$ cat config.mk
export PLATFORM = sky130hd
export DESIGN_NAME = mono_pattern_color_expand_blit
export DESIGN_NICKNAME = d
export VERILOG_FILES = /design/src/mpce_pkg.sv /design/src/mpce_cfg.sv /design/src/mpce_alu.sv /design/src/mono_pattern_color_expand_blit.sv
export SDC_FILE = /design/constraint.sdc
export NUM_CORES = 1
export LEC_CHECK = 0
export BUFFER_PORTS_ARGS = -buffer_cell sky130_fd_sc_hd__buf_2
export CELL_PAD_IN_SITES_DETAIL_PLACEMENT = 0
export CELL_PAD_IN_SITES_GLOBAL_PLACEMENT = 1
export CORE_MARGIN = 5
export CORE_UTILIZATION = 52
export CTS_CLUSTER_DIAMETER = 100
export DETAILED_ROUTE_END_ITERATION = 10
export GPL_TIMING_DRIVEN = 0
export PLACE_DENSITY = 0.95
export SYNTH_ARGS = -nofsm -noshare
export SYNTH_HDL_FRONTEND = slang
export SYNTH_SLANG_ARGS = --single-unit
$ cat constraint.sdc
create_clock -name clk -period 25.1 [get_ports clk]
set_input_delay 0 -clock clk [delete_from_list [all_inputs] [get_ports clk]]
set_output_delay 0 -clock clk [all_outputs]
set_load 0.02 [all_outputs]
$ cat src/mpce_pkg.sv
package mpce_pkg;

    localparam int CFG_INDEX_BITS = 3;
    localparam int CFG_DATA_BITS  = 32;
    localparam int MUL_BITS       = 17;
    localparam int PROD_BITS      = 2 * MUL_BITS;

    // Register indexes of the configuration port.
    localparam logic [CFG_INDEX_BITS-1:0] REG_BASE_ADDRESS = 3'd0;
    localparam logic [CFG_INDEX_BITS-1:0] REG_X_STRIDE     = 3'd1;
    localparam logic [CFG_INDEX_BITS-1:0] REG_Y_STRIDE     = 3'd2;
    localparam logic [CFG_INDEX_BITS-1:0] REG_PIXEL_FORMAT = 3'd3;
    localparam logic [CFG_INDEX_BITS-1:0] REG_FG_COLOR     = 3'd4;
    localparam logic [CFG_INDEX_BITS-1:0] REG_BG_COLOR     = 3'd5;
    localparam logic [CFG_INDEX_BITS-1:0] REG_OPAQUE_MODE  = 3'd6;

    localparam logic OP_START   = 1'b0;
    localparam logic OP_PATTERN = 1'b1;

    localparam logic [1:0] FMT_8BPP  = 2'd0;
    localparam logic [1:0] FMT_16BPP = 2'd1;
    localparam logic [1:0] FMT_24BPP = 2'd2;
    localparam logic [1:0] FMT_32BPP = 2'd3;

    localparam logic [7:0] PAT_TOP_BIT = 8'h80;

    typedef struct packed {
        logic [31:0]        base_address;
        logic signed [5:0]  x_stride;
        logic signed [16:0] y_stride;
        logic [1:0]         pixel_format;
        logic [31:0]        fg_color;
        logic [31:0]        bg_color;
        logic               opaque_mode;
    } cfg_t;

    function automatic logic [31:0] colour_mask(input logic [1:0] fmt);
        logic [31:0] m;
        unique case (fmt)
            FMT_8BPP:  m = 32'h0000_00FF;
            FMT_16BPP: m = 32'h0000_FFFF;
            FMT_24BPP: m = 32'h00FF_FFFF;
            FMT_32BPP: m = 32'hFFFF_FFFF;
            default:   m = 32'hFFFF_FFFF;
        endcase
        return m;
    endfunction

endpackage

$ cat src/mpce_cfg.sv
module mpce_cfg
    import mpce_pkg::*;
(
    input  logic                      clk,
    input  logic                      rst_n,
    input  logic                      cfg_we,
    input  logic [CFG_INDEX_BITS-1:0] cfg_index,
    input  logic [CFG_DATA_BITS-1:0]  cfg_data,
    output cfg_t                      cfg
);

    cfg_t cfg_reg;
    cfg_t cfg_next;

    always_comb
    begin
        cfg_next = cfg_reg;
        if (cfg_we)
        begin
            unique case (cfg_index)
                REG_BASE_ADDRESS: cfg_next.base_address = cfg_data;
                REG_X_STRIDE:     cfg_next.x_stride     = cfg_data[5:0];
                REG_Y_STRIDE:     cfg_next.y_stride     = cfg_data[16:0];
                REG_PIXEL_FORMAT: cfg_next.pixel_format = cfg_data[1:0];
                REG_FG_COLOR:     cfg_next.fg_color     = cfg_data;
                REG_BG_COLOR:     cfg_next.bg_color     = cfg_data;
                REG_OPAQUE_MODE:  cfg_next.opaque_mode  = cfg_data[0];
                default:          cfg_next = cfg_reg;
            endcase
        end
    end

    always_ff @(posedge clk or negedge rst_n)
    begin
        if (!rst_n)
        begin
            cfg_reg.base_address <= '0;
            cfg_reg.x_stride     <= 6'sd1;
            cfg_reg.y_stride     <= '0;
            cfg_reg.pixel_format <= FMT_8BPP;
            cfg_reg.fg_color     <= '0;
            cfg_reg.bg_color     <= '0;
            cfg_reg.opaque_mode  <= 1'b0;
        end
        else
        begin
            cfg_reg <= cfg_next;
        end
    end

    assign cfg = cfg_reg;

endmodule

$ cat src/mpce_alu.sv
module mpce_alu
    import mpce_pkg::*;
#(
    parameter int ADDR_BITS = 32
)
(
    input  logic                       use_mul,
    input  logic [ADDR_BITS-1:0]       x,
    input  logic [ADDR_BITS-1:0]       z,
    input  logic signed [MUL_BITS-1:0] a,
    input  logic signed [MUL_BITS-1:0] b,
    output logic [ADDR_BITS-1:0]       sum
);

    logic signed [PROD_BITS-1:0] prod;
    logic [ADDR_BITS-1:0]        term;

    // The product is sign-extended or cut to the address width; the sum wraps.
    always_comb
    begin
        prod = a * b;
        term = use_mul ? ADDR_BITS'(prod) : z;
        sum  = x + term;
    end

endmodule

$ cat src/mono_pattern_color_expand_blit.sv
// Colour-expansion blitter: a start beat (op 0) sets up a rectangle; once it
// is accepted, it makes three passes through the one shared multiply-add unit
// (start address in two passes, row skip in one). A pattern beat (op 1) is
// accepted and then gives one pixel per cycle while the output slot is free,
// up to eight, plus a row-skip step when the byte ends a row, since the row
// skip goes through the same adder as the column step; the output register
// lets the last pixel wait while the next beat is taken. A stalled output
// holds the pixel sequence. Pattern beats while no rectangle is open are dropped.
module mono_pattern_color_expand_blit
    import mpce_pkg::*;
#(
    parameter int ADDR_BITS  = 32,
    parameter int COORD_BITS = 12
)
(
    input  logic                      clk,
    input  logic                      rst_n,
    input  logic                      cfg_we,
    input  logic [CFG_INDEX_BITS-1:0] cfg_index,
    input  logic [CFG_DATA_BITS-1:0]  cfg_data,
    input  logic                      in_valid,
    output logic                      in_ready,
    input  logic                      op,
    input  logic [COORD_BITS-1:0]     pos_x,
    input  logic [COORD_BITS-1:0]     pos_y,
    input  logic [7:0]                rect_width,
    input  logic [7:0]                rect_height,
    input  logic [7:0]                pattern,
    output logic                      out_valid,
    input  logic                      out_ready,
    output logic [31:0]               write_address,
    output logic [31:0]               write_data,
    output logic                      write_enable,
    output logic [2:0]                byte_count,
    output logic                      last_of_byte,
    output logic                      rect_done
);

    localparam logic [2:0] S_IDLE = 3'd0;
    localparam logic [2:0] S_MUL0 = 3'd1;
    localparam logic [2:0] S_MUL1 = 3'd2;
    localparam logic [2:0] S_MUL2 = 3'd3;
    localparam logic [2:0] S_PIX  = 3'd4;
    localparam logic [2:0] S_SKIP = 3'd5;

    cfg_t cfg;

    mpce_cfg u_cfg (
        .clk       (clk),
        .rst_n     (rst_n),
        .cfg_we    (cfg_we),
        .cfg_index (cfg_index),
        .cfg_data  (cfg_data),
        .cfg       (cfg)
    );

    logic [2:0]            state_reg, state_next;
    logic                  active_reg, active_next;
    logic [ADDR_BITS-1:0]  addr_reg, addr_next;
    logic [ADDR_BITS-1:0]  skip_reg, skip_next;
    logic [8:0]            cols_reg, cols_next;
    logic [8:0]            rows_reg, rows_next;
    logic [8:0]            width_reg, width_next;
    logic [COORD_BITS-1:0] px_reg, px_next;
    logic [COORD_BITS-1:0] py_reg, py_next;
    logic [7:0]            pat_reg, pat_next;
    logic [2:0]            bit_reg, bit_next;

    logic                  out_valid_reg, out_valid_next;
    logic [31:0]           out_addr_reg, out_addr_next;
    logic [31:0]           out_data_reg, out_data_next;
    logic                  out_en_reg, out_en_next;
    logic [2:0]            out_count_reg, out_count_next;
    logic                  out_last_reg, out_last_next;
    logic                  out_done_reg, out_done_next;

    logic                       alu_use_mul;
    logic [ADDR_BITS-1:0]       alu_x;
    logic [ADDR_BITS-1:0]       alu_z;
    logic signed [MUL_BITS-1:0] alu_a;
    logic signed [MUL_BITS-1:0] alu_b;
    logic [ADDR_BITS-1:0]       alu_sum;

    mpce_alu #(
        .ADDR_BITS (ADDR_BITS)
    ) u_alu (
        .use_mul (alu_use_mul),
        .x       (alu_x),
        .z       (alu_z),
        .a       (alu_a),
        .b       (alu_b),
        .sum     (alu_sum)
    );

    logic                       in_fire;
    logic                       slot_free;
    logic                       pix_fire;
    logic                       bit_set;
    logic                       pix_en;
    logic                       row_end;
    logic                       last_rect_row;
    logic signed [MUL_BITS-1:0] xs_ext;
    logic signed [MUL_BITS-1:0] ys_ext;

    assign in_ready      = (state_reg == S_IDLE);
    assign in_fire       = in_valid && in_ready;
    assign slot_free     = !out_valid_reg || out_ready;
    assign pix_fire      = (state_reg == S_PIX) && slot_free;
    assign bit_set       = (pat_reg & PAT_TOP_BIT) != 8'd0;
    assign pix_en        = bit_set || cfg.opaque_mode;
    assign row_end       = (cols_reg == 9'd1);
    assign last_rect_row = (rows_reg == 9'd1);
    assign xs_ext        = MUL_BITS'(cfg.x_stride);
    assign ys_ext        = MUL_BITS'(cfg.y_stride);

    // Operand selection for the shared multiply-add unit.
    always_comb
    begin
        alu_use_mul = 1'b1;
        alu_x       = addr_reg;
        alu_z       = ADDR_BITS'(xs_ext);
        alu_a       = $signed(MUL_BITS'(px_reg));
        alu_b       = xs_ext;
        unique case (state_reg)
            S_MUL0:
            begin
                alu_x = ADDR_BITS'(cfg.base_address);
            end
            S_MUL1:
            begin
                alu_a = $signed(MUL_BITS'(py_reg));
                alu_b = ys_ext;
            end
            S_MUL2:
            begin
                // Row skip is y_stride minus width times x_stride.
                alu_x = ADDR_BITS'(ys_ext);
                alu_a = $signed(MUL_BITS'(width_reg));
                alu_b = -xs_ext;
            end
            S_PIX:
            begin
                alu_use_mul = 1'b0;
            end
            S_SKIP:
            begin
                alu_use_mul = 1'b0;
                alu_z       = skip_reg;
            end
            default:
            begin
                alu_use_mul = 1'b1;
            end
        endcase
    end

    always_comb
    begin
        state_next     = state_reg;
        active_next    = active_reg;
        addr_next      = addr_reg;
        skip_next      = skip_reg;
        cols_next      = cols_reg;
        rows_next      = rows_reg;
        width_next     = width_reg;
        px_next        = px_reg;
        py_next        = py_reg;
        pat_next       = pat_reg;
        bit_next       = bit_reg;
        out_valid_next = out_valid_reg && !out_ready;
        out_addr_next  = out_addr_reg;
        out_data_next  = out_data_reg;
        out_en_next    = out_en_reg;
        out_count_next = out_count_reg;
        out_last_next  = out_last_reg;
        out_done_next  = out_done_reg;

        unique case (state_reg)
            S_IDLE:
            begin
                if (in_fire)
                begin
                    if (op == OP_START)
                    begin
                        px_next     = pos_x;
                        py_next     = pos_y;
                        width_next  = (rect_width == 8'd0) ? 9'd256 : {1'b0, rect_width};
                        cols_next   = (rect_width == 8'd0) ? 9'd256 : {1'b0, rect_width};
                        rows_next   = (rect_height == 8'd0) ? 9'd256 : {1'b0, rect_height};
                        active_next = 1'b1;
                        state_next  = S_MUL0;
                    end
                    else if (active_reg)
                    begin
                        pat_next   = pattern;
                        bit_next   = 3'd0;
                        state_next = S_PIX;
                    end
                end
            end
            S_MUL0:
            begin
                addr_next  = alu_sum;
                state_next = S_MUL1;
            end
            S_MUL1:
            begin
                addr_next  = alu_sum;
                state_next = S_MUL2;
            end
            S_MUL2:
            begin
                skip_next  = alu_sum;
                state_next = S_IDLE;
            end
            S_PIX:
            begin
                if (pix_fire)
                begin
                    out_valid_next = 1'b1;
                    out_addr_next  = 32'(addr_reg);
                    out_data_next  = pix_en
                        ? ((bit_set ? cfg.fg_color : cfg.bg_color)
                           & colour_mask(cfg.pixel_format))
                        : 32'd0;
                    out_en_next    = pix_en;
                    out_count_next = {1'b0, cfg.pixel_format} + 3'd1;
                    out_last_next  = row_end || (bit_reg == 3'd7);
                    out_done_next  = row_end && last_rect_row;

                    addr_next = alu_sum;
                    pat_next  = pat_reg << 1;
                    bit_next  = bit_reg + 3'd1;
                    if (row_end)
                    begin
                        // Remaining bits of the byte are dropped at a row end.
                        cols_next  = width_reg;
                        rows_next  = rows_reg - 9'd1;
                        state_next = S_SKIP;
                        if (last_rect_row)
                        begin
                            active_next = 1'b0;
                            cols_next   = 9'd0;
                        end
                    end
                    else
                    begin
                        cols_next  = cols_reg - 9'd1;
                        state_next = (bit_reg == 3'd7) ? S_IDLE : S_PIX;
                    end
                end
            end
            S_SKIP:
            begin
                addr_next  = alu_sum;
                state_next = S_IDLE;
            end
            default:
            begin
                state_next = S_IDLE;
            end
        endcase
    end

    always_ff @(posedge clk or negedge rst_n)
    begin
        if (!rst_n)
        begin
            state_reg     <= S_IDLE;
            active_reg    <= 1'b0;
            addr_reg      <= '0;
            skip_reg      <= '0;
            cols_reg      <= '0;
            rows_reg      <= '0;
            width_reg     <= '0;
            bit_reg       <= '0;
            out_valid_reg <= 1'b0;
        end
        else
        begin
            state_reg     <= state_next;
            active_reg    <= active_next;
            addr_reg      <= addr_next;
            skip_reg      <= skip_next;
            cols_reg      <= cols_next;
            rows_reg      <= rows_next;
            width_reg     <= width_next;
            bit_reg       <= bit_next;
            out_valid_reg <= out_valid_next;
        end
    end

    always_ff @(posedge clk)
    begin
        px_reg        <= px_next;
        py_reg        <= py_next;
        pat_reg       <= pat_next;
        out_addr_reg  <= out_addr_next;
        out_data_reg  <= out_data_next;
        out_en_reg    <= out_en_next;
        out_count_reg <= out_count_next;
        out_last_reg  <= out_last_next;
        out_done_reg  <= out_done_next;
    end

    assign out_valid     = out_valid_reg;
    assign write_address = out_addr_reg;
    assign write_data    = out_data_reg;
    assign write_enable  = out_en_reg;
    assign byte_count    = out_count_reg;
    assign last_of_byte  = out_last_reg;
    assign rect_done     = out_done_reg;

endmodule

== Word-level counts from Yosys, hierarchy flattened ==
Index checks and enable logic that the tools add are counted.
Operators by class
  mux-type cells: 49
  equal/unequal tests: 25
  reductions and logical operators: 33
  $mul: 1
  add/subtract/negate cells: 6
  bitwise logic cells: 2
Operator list (number)
  $mux 32: 6
  $pmux 32 s2: 2
  $pmux 32 s4: 1
  $mux 9: 11
  $pmux 9 s2: 2
  $pmux 17 s2: 1
  $add 32x32->32: 1
  $and 32x32->32: 1
  $mux 8: 4
  $mul 13x17->30: 1
  $mux 3: 10
  $pmux 12 s2: 1
  $eq 3x3->1 const B: 6
  $eq 9x1->1 const B: 2
  $reduce_and 2->1: 9
  $sub 9x1->9 const B: 2
  $neg 6->17: 1
  $logic_not 8->1: 2
  $pmux 8 s2: 1
  $eq 3x2->1 const B: 4
  $pmux 3 s4: 1
  $reduce_and 5->1: 2
  $ne 2x2->1 const B: 4
  $mux 1: 7
  other kinds (21): 34
Storage, ports and cells
  output and inout bits: 72
  bits of input ports: 89
  register bits after elaboration: 323

== Longest topological paths before layout ==
  depth in word-level cells: 7
  gate-level depth with buffers: 40

== Cells and area by module ==
Synthesis repeated with hierarchy kept, for this count alone.
Unflattened totals
  cell total of the unflattened synthesis: 2621
  area total of the unflattened synthesis: 27251.1 sq um
Modules (own cells, without submodules)
  mpce_alu: area an instance 12764.7 sq um, cells an instance 1483, times used 1
  mono_pattern_color_expand_blit: area an instance 9758.1 sq um, cells an instance 874, times used 1
  mpce_cfg: area an instance 4728.3 sq um, cells an instance 264, times used 1

== Worst setup path before layout ==
OpenSTA, ideal clock, no wires.
  kind: reg-to-reg
  start point: register u_cfg.cfg_reg, in the netlist u_cfg.cfg[86]
  end point: register skip_reg[31]
  slack: 16892 ps
  arrival: 8079 ps
  data required time: 24971 ps
  stages on the path, launching flop included: 39
  setup time: 129 ps
  clock period less this slack: 8208 ps
  cells stage by stage: dfrtp_1 clkbuf_1 nor4_1 nand2_1 ha_1 nand2_1 nand2_1 o21ai_0 nand2_1 fa_1 fa_1 inv_1 fa_1 fa_1 inv_1 fa_1 inv_1 ha_1 [3 not listed] nor3_2 o211ai_1 nand2_1 a221oi_2 o21ai_1 xnor2_1 a21oi_1 ha_1 o21a_1 o21a_1 o21ai_0 nand2b_1 a21oi_1 o21ai_0 a21oi_4 xor2_2 xnor2_1 o21ai_1
On the way
  longest elaborated chain between the ends: 5
RTL lines
  start, declared: RTL line mpce_cfg.sv:12  | cfg_t cfg_reg;
  start signal, assigned: RTL line mpce_cfg.sv:47  | cfg_reg <= cfg_next;
  $neg 6->17: RTL line mono_pattern_color_expand_blit.sv:139  | alu_b = -xs_ext;
  $pmux 17 s2: RTL line mono_pattern_color_expand_blit.sv:124  | unique case (state_reg)
  $mul 13x17->30: RTL line mpce_alu.sv:21  | prod = a * b;
  $mux 32 (*): RTL line mpce_alu.sv:22  | term = use_mul ? ADDR_BITS'(prod) : z;
  $add 32x32->32 (*): RTL line mpce_alu.sv:23  | sum = x + term;
  end signal, assigned: RTL line mono_pattern_color_expand_blit.sv:284  | skip_reg <= skip_next;
  end, declared: RTL line mono_pattern_color_expand_blit.sv:60  | logic [ADDR_BITS-1:0] skip_reg, skip_next;
Mark *: on every way between the ends. The rest lies on a longest branch, timed or not.
A chain may end at the register's enable or synchronous reset.

== Final worst setup path ==
  start point: register state_reg[0]
  end point: register skip_reg[31]
On the way
  longest elaborated chain between the ends: 5
RTL lines
  start, declared: RTL line mono_pattern_color_expand_blit.sv:57  | logic [2:0] state_reg, state_next;
  start signal, assigned: RTL line mono_pattern_color_expand_blit.sv:281  | state_reg <= state_next;
  $eq 3x2->1 (on tied branches): RTL line mono_pattern_color_expand_blit.sv:124, mono_pattern_color_expand_blit.sv:178
  $pmux 12 s2 / $pmux 17 s2 (equally long branches): RTL line mono_pattern_color_expand_blit.sv:124
  $mul 13x17->30: RTL line mpce_alu.sv:21
  $mux 32: RTL line mpce_alu.sv:22
  $add 32x32->32: RTL line mpce_alu.sv:23
Parallel ways exist; a longest one is shown, timed or not.

==> flow_metrics.env <==
export IMPL_outcome="finished clean"
export IMPL_htreeDepth=2
export IMPL_postCtsSetupRepairBufs=0
export IMPL_cts_resized=0
export IMPL_async_reset_ff_share_pct=68.4
export IMPL_met2_usage_pct=45.5
export IMPL_ys_seq_area_share_pct=36.8
export IMPL_tightestPinTransition_ns=1.30
export IMPL_report_final_slew_viol_count=0
export IMPL_rsz0062_at_grt="false"
export IMPL_synth_warning_count=0
export IMPL_io_buffers=159
export IMPL_synthMostInstantiatedCell="nand2_1"
export IMPL_netlist_top_cells_area="dfrtp_1, fa_1, edfxtp_1"
export IMPL_yosys_top_cells_count="nand2_1, inv_1, dfrtp_1"
export IMPL_die_area_um2=49300
export IMPL_syn_inst=2414
export IMPL_fmax_ghz=0.0955
export IMPL_synth_ff_type="dfrtp_1"
export IMPL_wl_per_cell_um=20.6
export IMPL_die_x_um=222
export IMPL_routed_wirelength_mm=68.4
export IMPL_row_count=77
export IMPL_fin_nets=3095
export IMPL_viasPerCell=5.70
export IMPL_synth_seq_cells=323
export IMPL_final_cell_area_um2=27000
export IMPL_areaGrowthSynthToFinish_pct=15.6
export IMPL_path_max_fanout=10
export IMPL_dp_hpwl_mm=51.6
export IMPL_hold_class="input port to async pin"
export IMPL_postPlaceCellArea_um2=25000
export IMPL_drt_initial_drc_count=1676
export IMPL_route_detailed_drc=0
export IMPL_grt_pass1_wl_mm=108
export IMPL_busiest_layer="met2"
export IMPL_clk_latency_ns=0.57
export IMPL_dr_total_vias=18900
export IMPL_min_period_ns=10.47
export IMPL_yosysUniqueCellTypes=75
export IMPL_cp_arrival_ns=10.89
export IMPL_critPathRequiredTime_ns=25.51
export IMPL_ios=161
export IMPL_synth_top_area_share_pct=23.5
export IMPL_grt_pass1_vias=19800
export IMPL_clock_sinks=323
export IMPL_use_met3_pct=5.76
export IMPL_netlist_area_um2=23400
export IMPL_setup_tns_ns=0
export IMPL_clock_path_buffers=3
export IMPL_grt_usage_pct=27.5
export IMPL_avgSynthCellArea_um2=9.69
export IMPL_gp_congestion=0.965
export IMPL_maxCapViolCount=0
export IMPL_die_h_um=222
export IMPL_relSlewSlack_pct=13.3
export IMPL_whs_ns=0.0728
export IMPL_setup_viol=0
export IMPL_yosys_area_top_type="dfrtp_1"
export IMPL_ant_nets=0
export IMPL_crit_type="flip-flop to flip-flop"
export IMPL_clk_pin_slew_worst_paths_ns=0.06
export IMPL_slowest_delay_ns=0.77
export IMPL_endpoint_kind="flip-flop"
export IMPL_min_period_over_period_pct=41.7
export IMPL_worstSetupStartpointType="flip-flop"
export IMPL_cts_tree="built"
export IMPL_hold_viol_final=0
export IMPL_numCtsBuffers=36
export IMPL_coreArea_um2=44300
export IMPL_grt_use_met1_pct=36.4
export IMPL_grt_max_degree=119
export IMPL_syn_nets=2807
export IMPL_antenna_found_initial=3
export IMPL_critPathSlowestCell="o21ai_1"
export IMPL_fin_skew_ns=0.0318
export IMPL_root_buffer="clkbuf_16"
export IMPL_largest_reg_flops=122
export IMPL_gr_total_overflow=0
export IMPL_drive_above_1_share_pct=13.1
export IMPL_start_util_pct=52.8
export IMPL_crit_top_cell="fa_1"
export IMPL_firstDrtPassIters=6
export IMPL_synth_edff_count=102
[final timing paths]
check	from	end	slack (ns)	cells after the start
max in group asynchronous	rst_n	skip_reg[9]	23.94	3
worst max register to register	state_reg[0]	skip_reg[31]	14.63	37
worst min-delay path	rst_n	u_cfg.cfg[29]	0.07	2
min in group clk	pos_x[6]	px_reg[6]	0.16	2
worst max-delay path	state_reg[0]	skip_reg[31]	14.63	37
worst min register to register	addr_reg[8]	write_address[8]	0.47	0
[cells by family after synthesis]
family,share of synthesized area [%]
AOI/OAI and AO/OA,12.1
xor gates and xnor gates,2.09
adders and majority gates,22.3
buffers and inverters,6.78
DFF,36.8
muxes,7.40
and+or+nand+nor,12.5
[critical path: cells and delay by family (launching register included)]
family                   cells  cell delay (ns)
AO/OA/AOI/OAI               15             3.52
XOR/XNOR                     3             0.71
adder cells (fa/ha/maj)      7             3.40
buffers and inverters        7             1.72
flip-flops                   1             0.32
multiplexers                 1             0.13
AND/OR/NAND/NOR              4             0.53
[per-layer routing]
metal | share of wire, % | vias to the layer above | routed length (µm)
met2 | 48 | 859 | 32700
li1 | - | 8542 | -
met4 | 3.8 | 0 | 2600
met1 | 40 | 9367 | 27700
met3 | 8.0 | 178 | 5460
met5 | 0 | - | 0
[layout by cell type, fill, tap and decap left out, drive strengths merged, types with 25 or more instances in the layout]
cell,instances
nor3,29
dlygate4sd3,90
edfxtp,102
mux2i,47
ha,115
clkbuf,137
inv,323
buf,174
xnor2,36
nand2,364
a21oi,98
mux2,112
fa,189
nand3,27
o21ai,207
a21o,25
nor2,200
dfrtp,220
[final cells by class]
| class | instances | area [µm²] |
|---|---|---|
| fill | 3668 | 17300 |
| multi-input combinational | 1671 | 13200 |
| sequential | 323 | 8590 |
| timing repair buffer | 250 | 1730 |
| inverter | 319 | 1200 |
| clock buffer | 50 | 983 |
| tap | 592 | 741 |
| buffer | 101 | 389 |
| clock inverter | 15 | 174 |
| antenna | 2 | 5.00 |
[through the flow]
stage,setup WS (ns),utilization (%),cells
after floorplan,16.89,-,2414
after global placement,14.99,56.2,3165
after detailed placement,14.87,56.3,3166
after CTS,14.86,61.0,3321
after global routing,14.09,61.0,3323
final,14.63,61.0,3323
[what timing repair did]
item                       CTS  global route
setup endpoints to repair    0             0
hold buffers                90             0
hold endpoints to repair   286             0
Power is left out: the tool's default activity adds up to more than one toggle a clock period on the data nets, which glitch-free logic cannot reach.
